### config.mk
export PLATFORM = sky130hd
export DESIGN_NAME = mealy_equivalence_checker_top
export DESIGN_NICKNAME = d
export VERILOG_FILES = /design/src/rtl/mec_pkg.sv /design/src/rtl/mealy_equivalence_checker_top.sv
export SDC_FILE = /design/constraint.sdc
export NUM_CORES = 2
export LEC_CHECK = 0
export BUFFER_PORTS_ARGS = -buffer_cell sky130_fd_sc_hd__clkbuf_2
export CORE_MARGIN = 8
export CORE_UTILIZATION = 45
export DETAILED_ROUTE_END_ITERATION = 8
export GPL_ROUTABILITY_DRIVEN = 0
export PLACE_DENSITY = 0.66
export SKIP_LAST_GASP = 1
export SLEW_MARGIN = 20
export SYNTH_ARGS = -nofsm -noshare
export SYNTH_HDL_FRONTEND = slang
export SYNTH_SLANG_ARGS = --single-unit
### constraint.sdc
create_clock -name clk -period 18.2 [get_ports clk]
set_input_delay 0 -clock clk [delete_from_list [all_inputs] [get_ports clk]]
set_output_delay 0 -clock clk [all_outputs]
set_load 0.05 [all_outputs]
### src/rtl/mec_pkg.sv
// ----------------------------------------------------------------------------
// mec_pkg
// Shared constants and command codes of the Mealy equivalence checker.
// ----------------------------------------------------------------------------
`default_nettype none

package mec_pkg;

  // Width of the state fields on the ports and of the widest state number.
  localparam int FIELD_BITS     = 4;
  localparam int STATE_MAX_BITS = 8;

  // State widths of the two machines (1 to 8 bits each).
  localparam int STATE_BITS_A = 4;
  localparam int STATE_BITS_B = 4;

  localparam int PAIR_BITS = STATE_BITS_A + STATE_BITS_B;
  localparam int NPAIRS    = 1 << PAIR_BITS;
  localparam int TAB_A_DEPTH = 2 << STATE_BITS_A;
  localparam int TAB_B_DEPTH = 2 << STATE_BITS_B;

  // Command codes carried on func.
  localparam logic [1:0] FUNC_LOAD_A = 2'd0;
  localparam logic [1:0] FUNC_LOAD_B = 2'd1;
  localparam logic [1:0] FUNC_CHECK  = 2'd2;

  // Configuration register indexes.
  localparam logic CFG_START_A = 1'b0;
  localparam logic CFG_START_B = 1'b1;

endpackage

`default_nettype wire

### src/rtl/mealy_equivalence_checker_top.sv
// ----------------------------------------------------------------------------
// mealy_equivalence_checker_top
// Loads two Mealy machine tables and checks them for equivalence by a
// depth-first walk of their product automaton.
// ----------------------------------------------------------------------------
// Results: a load beat writes its table entry and yields no result. A check
// beat sets done at the end of its walk: a pass clears the visited bitmap,
// each popped pair (at most 256) then passes POP, FETCH, CMP0, PUSH0, CMP1 and
// PUSH1, and a final empty pop ends the walk. A mismatch ends the walk early.
// Throughput: one load per cycle while idle; a check holds busy for its whole walk.
// Reset (rst, synchronous, active high) returns to idle and clears the start
// registers; the results strobe cannot be stalled by the receiver.
`default_nettype none

module mealy_equivalence_checker_top (
  input  wire logic                           clk,
  input  wire logic                           rst,
  // command channel
  input  wire logic                           start,
  output logic                                busy,
  input  wire logic [1:0]                     func,
  input  wire logic [mec_pkg::FIELD_BITS-1:0] state_index,
  input  wire logic                           input_symbol,
  input  wire logic [mec_pkg::FIELD_BITS-1:0] next_state,
  input  wire logic                           output_symbol,
  // configuration write port
  input  wire logic                           cfg_write,
  input  wire logic                           cfg_index,
  input  wire logic [mec_pkg::FIELD_BITS-1:0] cfg_data,
  // result channel
  output logic                                done,
  output logic                                equivalent
);

  import mec_pkg::*;

  // Sequencer states. A check first clears the visited bitmap, one entry per
  // cycle, and marks the start pair on the way. Each popped pair then visits
  // POP, FETCH, CMP0, PUSH0, CMP1 and PUSH1: POP reads the stack, FETCH reads
  // both tables for input 0, CMP0 compares input 0, reads input 1 and looks
  // up the successor in the bitmap, PUSH0 pushes it if it is new. CMP1 and
  // PUSH1 do the same for input 1.
  localparam logic [2:0] S_IDLE  = 3'd0;
  localparam logic [2:0] S_CLEAR = 3'd1;
  localparam logic [2:0] S_POP   = 3'd2;
  localparam logic [2:0] S_FETCH = 3'd3;
  localparam logic [2:0] S_CMP0  = 3'd4;
  localparam logic [2:0] S_PUSH0 = 3'd5;
  localparam logic [2:0] S_CMP1  = 3'd6;
  localparam logic [2:0] S_PUSH1 = 3'd7;

  localparam int PAD_BITS = STATE_MAX_BITS - FIELD_BITS;

  logic [2:0] state;
  logic [2:0] state_next;

  // Start pair registers, already masked to each machine's state width.
  logic [STATE_BITS_A-1:0] start_a;
  logic [STATE_BITS_B-1:0] start_b;

  // Table memories: each entry holds {next state, output bit}.
  logic [STATE_BITS_A:0] tab_a [TAB_A_DEPTH];
  logic [STATE_BITS_B:0] tab_b [TAB_B_DEPTH];
  logic [STATE_BITS_A:0] rd_a;
  logic [STATE_BITS_B:0] rd_b;

  // Pair stack memory, its registered read data and the depth counter.
  logic [PAIR_BITS-1:0] stack [NPAIRS];
  logic [PAIR_BITS-1:0] stack_q;
  logic [PAIR_BITS:0]   sp;
  logic [PAIR_BITS:0]   sp_dec;

  // Visited bitmap over state pairs, cleared by a pass at each check, with
  // its registered read data and the clearing address.
  logic                 visited [NPAIRS];
  logic                 vis_q;
  logic [PAIR_BITS-1:0] clr_cnt;
  logic [PAIR_BITS-1:0] succ_q;

  // Port fields widened to the largest state width, then masked per machine.
  logic [STATE_MAX_BITS-1:0] idx_ext;
  logic [STATE_MAX_BITS-1:0] nxt_ext;
  logic [STATE_MAX_BITS-1:0] cfg_ext;

  logic                 accept;
  logic                 load_a;
  logic                 load_b;
  logic                 check_go;
  logic [PAIR_BITS-1:0] start_pair;
  logic [PAIR_BITS-1:0] succ_pair;
  logic                 out_differ;
  logic                 push_ok;
  logic                 in_cmp;
  logic                 in_push;
  logic                 rd_sym;
  logic                 clr_last;
  logic [STATE_BITS_A:0] raddr_a;
  logic [STATE_BITS_B:0] raddr_b;
  logic [STATE_BITS_A:0] waddr_a;
  logic [STATE_BITS_B:0] waddr_b;

  assign idx_ext = {{PAD_BITS{1'b0}}, state_index};
  assign nxt_ext = {{PAD_BITS{1'b0}}, next_state};
  assign cfg_ext = {{PAD_BITS{1'b0}}, cfg_data};

  // A beat is taken whenever the sequencer is idle.
  assign busy     = (state != S_IDLE);
  assign accept   = start && !busy;
  assign load_a   = accept && (func == FUNC_LOAD_A);
  assign load_b   = accept && (func == FUNC_LOAD_B);
  assign check_go = accept && (func == FUNC_CHECK);

  assign start_pair = {start_a, start_b};
  assign waddr_a    = {idx_ext[STATE_BITS_A-1:0], input_symbol};
  assign waddr_b    = {idx_ext[STATE_BITS_B-1:0], input_symbol};

  // The input symbol bit of the table address is 1 while CMP0 and PUSH0
  // fetch the second entry of the current pair, so that the entry is still
  // on the read data when CMP1 compares it.
  assign rd_sym  = (state == S_CMP0) || (state == S_PUSH0);
  assign raddr_a = {stack_q[PAIR_BITS-1:STATE_BITS_B], rd_sym};
  assign raddr_b = {stack_q[STATE_BITS_B-1:0], rd_sym};

  // Compare stage: the output bits of the fetched entries and the pair of
  // successor states that may have to be pushed.
  assign in_cmp     = (state == S_CMP0) || (state == S_CMP1);
  assign in_push    = (state == S_PUSH0) || (state == S_PUSH1);
  assign out_differ = (rd_a[0] != rd_b[0]);
  assign succ_pair  = {rd_a[STATE_BITS_A:1], rd_b[STATE_BITS_B:1]};
  assign push_ok    = in_push && !vis_q;
  assign sp_dec     = sp - 1'b1;
  assign clr_last   = &clr_cnt;

  always_comb begin
    state_next = state;
    unique case (state)
      S_IDLE:  if (check_go) state_next = S_CLEAR;
      S_CLEAR: if (clr_last) state_next = S_POP;
      S_POP:   state_next = (sp == '0) ? S_IDLE : S_FETCH;
      S_FETCH: state_next = S_CMP0;
      S_CMP0:  state_next = out_differ ? S_IDLE : S_PUSH0;
      S_PUSH0: state_next = S_CMP1;
      S_CMP1:  state_next = out_differ ? S_IDLE : S_PUSH1;
      S_PUSH1: state_next = S_POP;
      default: state_next = S_IDLE;
    endcase
  end

  always_ff @(posedge clk) begin
    if (rst) begin
      state      <= S_IDLE;
      start_a    <= '0;
      start_b    <= '0;
      sp         <= '0;
      clr_cnt    <= '0;
      done       <= 1'b0;
      equivalent <= 1'b0;
    end else begin
      state <= state_next;
      done  <= 1'b0;

      if (cfg_write) begin
        if (cfg_index == CFG_START_A) begin
          start_a <= cfg_ext[STATE_BITS_A-1:0];
        end else begin
          start_b <= cfg_ext[STATE_BITS_B-1:0];
        end
      end

      // A new check pushes the start pair at once; the clearing pass that
      // follows marks it as visited.
      if (check_go) begin
        sp      <= {{PAIR_BITS{1'b0}}, 1'b1};
        clr_cnt <= '0;
      end

      if (state == S_CLEAR) begin
        clr_cnt <= clr_cnt + 1'b1;
      end

      if (state == S_POP) begin
        if (sp == '0) begin
          // Stack ran dry without a mismatch: the machines agree.
          done       <= 1'b1;
          equivalent <= 1'b1;
        end else begin
          sp <= sp_dec;
        end
      end

      if (in_cmp) begin
        if (out_differ) begin
          done       <= 1'b1;
          equivalent <= 1'b0;
        end else begin
          succ_q <= succ_pair;
        end
      end

      if (push_ok) begin
        sp <= sp + 1'b1;
      end
    end
  end

  // Table memories: written by load beats, read once per cycle during a walk.
  always_ff @(posedge clk) begin
    if (load_a) begin
      tab_a[waddr_a] <= {nxt_ext[STATE_BITS_A-1:0], output_symbol};
    end
    if (load_b) begin
      tab_b[waddr_b] <= {nxt_ext[STATE_BITS_B-1:0], output_symbol};
    end
    rd_a <= tab_a[raddr_a];
    rd_b <= tab_b[raddr_b];
  end

  // Visited bitmap: one write (clear or mark) and one lookup per cycle.
  always_ff @(posedge clk) begin
    if (state == S_CLEAR) begin
      visited[clr_cnt] <= (clr_cnt == start_pair);
    end else if (push_ok) begin
      visited[succ_q] <= 1'b1;
    end
    vis_q <= visited[succ_pair];
  end

  // Pair stack: one write (start or push) or one read (pop) per cycle.
  always_ff @(posedge clk) begin
    if (check_go) begin
      stack[0] <= start_pair;
    end else if (push_ok) begin
      stack[sp[PAIR_BITS-1:0]] <= succ_q;
    end
    if (state == S_POP) begin
      stack_q <= stack[sp_dec[PAIR_BITS-1:0]];
    end
  end

endmodule

`default_nettype wire

==> results.txt <==
outcome: finished clean
Final nets: 5501
CP max stage delay: 0.98 ns
worst r2r src: sp[0]$_SDFF_PP0_
Setup violations, final: 0
Synth top area share: 0.748
Die ar.: 0.251 mm2
crit-path most repeated cell: buf_4
Async SR Flop Fraction: 0
Fmax: 141 MHz
Vias/cell: 5.96
Netlist cell types: 71
Clock transition at path regs: 0.07 ns
fin crit period: 7.10 ns
placed instance area: 0.109 mm2
Initial Util: 0.451
# DRC: 0
R2R setup slack: 11.10 ns
first-pass GRT wire length: 363000 um
Worst Reg2Reg Path Length in Cells: 12
Core ar.: 0.235 mm2
largest cells by area after synthesis: edfxtp_1 (75%), mux4_2 (14%), nor2_1 (2.2%), mux2i_1 (1.7%), nand2_1 (1.2%)
crit path from: sp[0]$_SDFF_PP0_
crit path buf inv count: 4
worst-margin pin slew: 1.24 ns
hpwl dp: 141000 um
Setup Buffers After CTS: 0
row count: 178
RSZ-0062 raised after global routing: no
Vert. Die Dim: 501 um
worst-skew pair later-pin latency: 0.92 ns
CTS Buf Count: 280
end of the critical path: stack_q[3]$_DFFE_PP_
power per cell area: 123 mW/mm2
critical path depth: 12
final worst path period share: 0.390
deepest clock path buffer count: 4
post-synth top area cell: edfxtp_1
Leak Pwr: 37.2 nW
CP delay by family, top: buffers and inverters
Worst Skew: 0.0576 ns
DRT antenna net count: 0
cell breakdown of the critical path: inv_4, ha_4, buf_4, buf_4, buf_4, mux4_2, mux2i_1, a21oi_1, a2111oi_0, a31oi_1, a21oi_1, nand4_1
H-tree Lvls: 5
total negative slack: 0 ns
Clock Tree Root: clkbuf_16
worst hold path type: primary input to register
Slew headroom: 0.175
final core utilization: 0.505
Hold Fails Final Rpt: 0
synthesized area: 0.106 mm2
fraction of layout cells with a size suffix above 1: 0.213
Startpoint Class: register
hold slack: 0.0292 ns
antenna violations before repair: 3
grt ovf: 0
critical path fanouts, max: 63
initial drt markers: 5855
synthesized flop and latch total: 2681
maximum VDD drop: 0.227 mV
Data required, critical path: 18.80 ns
routed len/inst: 27.9 um
largest net degree at the start of global routing: 257
Post-synth EDFFs: 2640
Area growth, synth to finish: 11.8%
number of max-slew violations in the final report: 0
final wirelength: 247000 um
reg2reg end: stack_q[3]$_DFFE_PP_
total of max-cap violations: 0
crit path max-delay cell type: ha_4
vias in the first global route: 53.4k
router iterations before antenna repair: 6
crit path kind: register to register
top_reg_cell synth: edfxtp_1
most frequent cells in the layout: edfxtp_1 (2640), mux4_2 (678), nor2_1 (621)
Die Wd: 501 um
Synth Area per Inst: 19.7 um2
Port Buf Inserts: 23
Worst Setup End Kind: register
CTS tree: built
Vias: 52.6k
register area share after synthesis: 0.756
Total GRT Usage: 0.193
yosys warns: 0
commonest non-fill, non-tap cell in the layout: edfxtp_1
post-route cell area: 0.118 mm2
top-level I/O count: 24
# clock sinks: 2681
arrival time worst endpoint: 7.69 ns
Mapped Cells: 5376
syn_nets: 5401
==> kinds of logic (layout without fill, tap and decap cells) <==
logic type	count (synthesis)	after routing	synth area share
and+or+nand+nor	1171	1171	0.0459
AOI/OAI and AO/OA	299	299	0.0196
other	0	2	0
adders and majority gates	4	4	0.000472
DFF	2681	2681	0.756
muxes	868	868	0.162
xor gates and xnor gates	12	12	0.00106
buffers and inverters	341	640	0.0144
==> worst min-delay path by stage <==
stage | start | endpoint | slack [ns] | depth (start not counted)
final | func[1] | sp[3]$_SDFF_PP0_ | 0.03 | 4
after global placement | cfg_data[1] | start_a[1]$_SDFFE_PP0P_ | 0.30 | 3
after CTS | input_symbol | tab_a[30][0]$_DFFE_PP_ | 0.01 | 4
after floorplan | output_symbol | tab_a[0][0]$_DFFE_PP_ | 0.1 | 0
after detailed placement | cfg_data[0] | start_a[0]$_SDFFE_PP0P_ | 0.31 | 3
after global routing | func[1] | sp[3]$_SDFF_PP0_ | 0.05 | 4
==> worst min-delay path, cell delays in order <==
cell and delay (ns):
clkbuf_2 0.11, nand4b_1 0.47, o2111ai_1 0.19, a21oi_1 0.14
==> per-stage QoR <==
step	instances	total power [mW]	setup WS (ns)
2_1_floorplan	5376	8.49	5.27
3_3_place_gp	8305	9.18	11.15
3_5_place_dp	8307	9.19	11.19
4_1_cts	8824	14.6	11.13
5_1_grt	8826	15.0	10.83
6_report	8827	14.5	11.10
==> synthesized netlist by cell type, types with 16 or more instances <==
cell and number:
nor3_1 16, o21ai_0 29, clkbuf_1 191, nand3b_1 16, nand2_1 348, a31oi_1 26
mux4_2 678, mux2i_1 176, edfxtp_1 2640, buf_2 88, a22oi_1 38, buf_1 20
nand4_1 21, nor2_1 621, buf_4 22, o22ai_1 33, o22a_1 22, dfxtp_1 41
nand3_1 72, a21oi_1 68
==> power breakdown <==
| group | internal (mW) | leakage [nW] | switching [mW] |
|---|---|---|---|
| combinational | 0.860 | 8.42 | 1.36 |
| clock | 3.20 | 4.21 | 2.27 |
| sequential | 6.82 | 24.6 | 0.0230 |
==> per-layer routing <==
layer,vias to the layer above,GRT usage,part of all wire
met5,-,0,0
met4,0,0.0548,0.026
met3,404,0.0410,0.083
met2,2250,0.311,0.49
met1,27932,0.269,0.40
li1,22022,-,-
==> registers in the layout (all words and copies together), names as in the netlist, 3 cells and up <==
name,cells
tab_b,160
start_a,4
rd_a,5
clr_cnt,8
stack_q,8
state,3
stack,2048
start_b,4
visited,256
succ_q,8
tab_a,160
sp,9
rd_b,5
==> repair_timing <==
item | 4_1_cts | 5_1_grt
hold buffers | 36 | 1
endpoints found under the hold margin | 576 | 64
endpoints found under the setup margin | 0 | 0
gates resized for setup | 0 | 0
==> area by class of cell <==
| class | instances | area [um2] |
|---|---|---|
| tap | 3150 | 3940 |
| antenna | 2 | 5.00 |
| clock inverter | 128 | 1140 |
| clock buffer | 353 | 7480 |
| fill | 18461 | 116000 |
| timing repair buffer | 146 | 1270 |
| multi-input combinational | 2354 | 24500 |
| sequential | 2681 | 80100 |
| inverter | 13 | 51.3 |
Note: power is estimated with default switching activity, not from simulation.
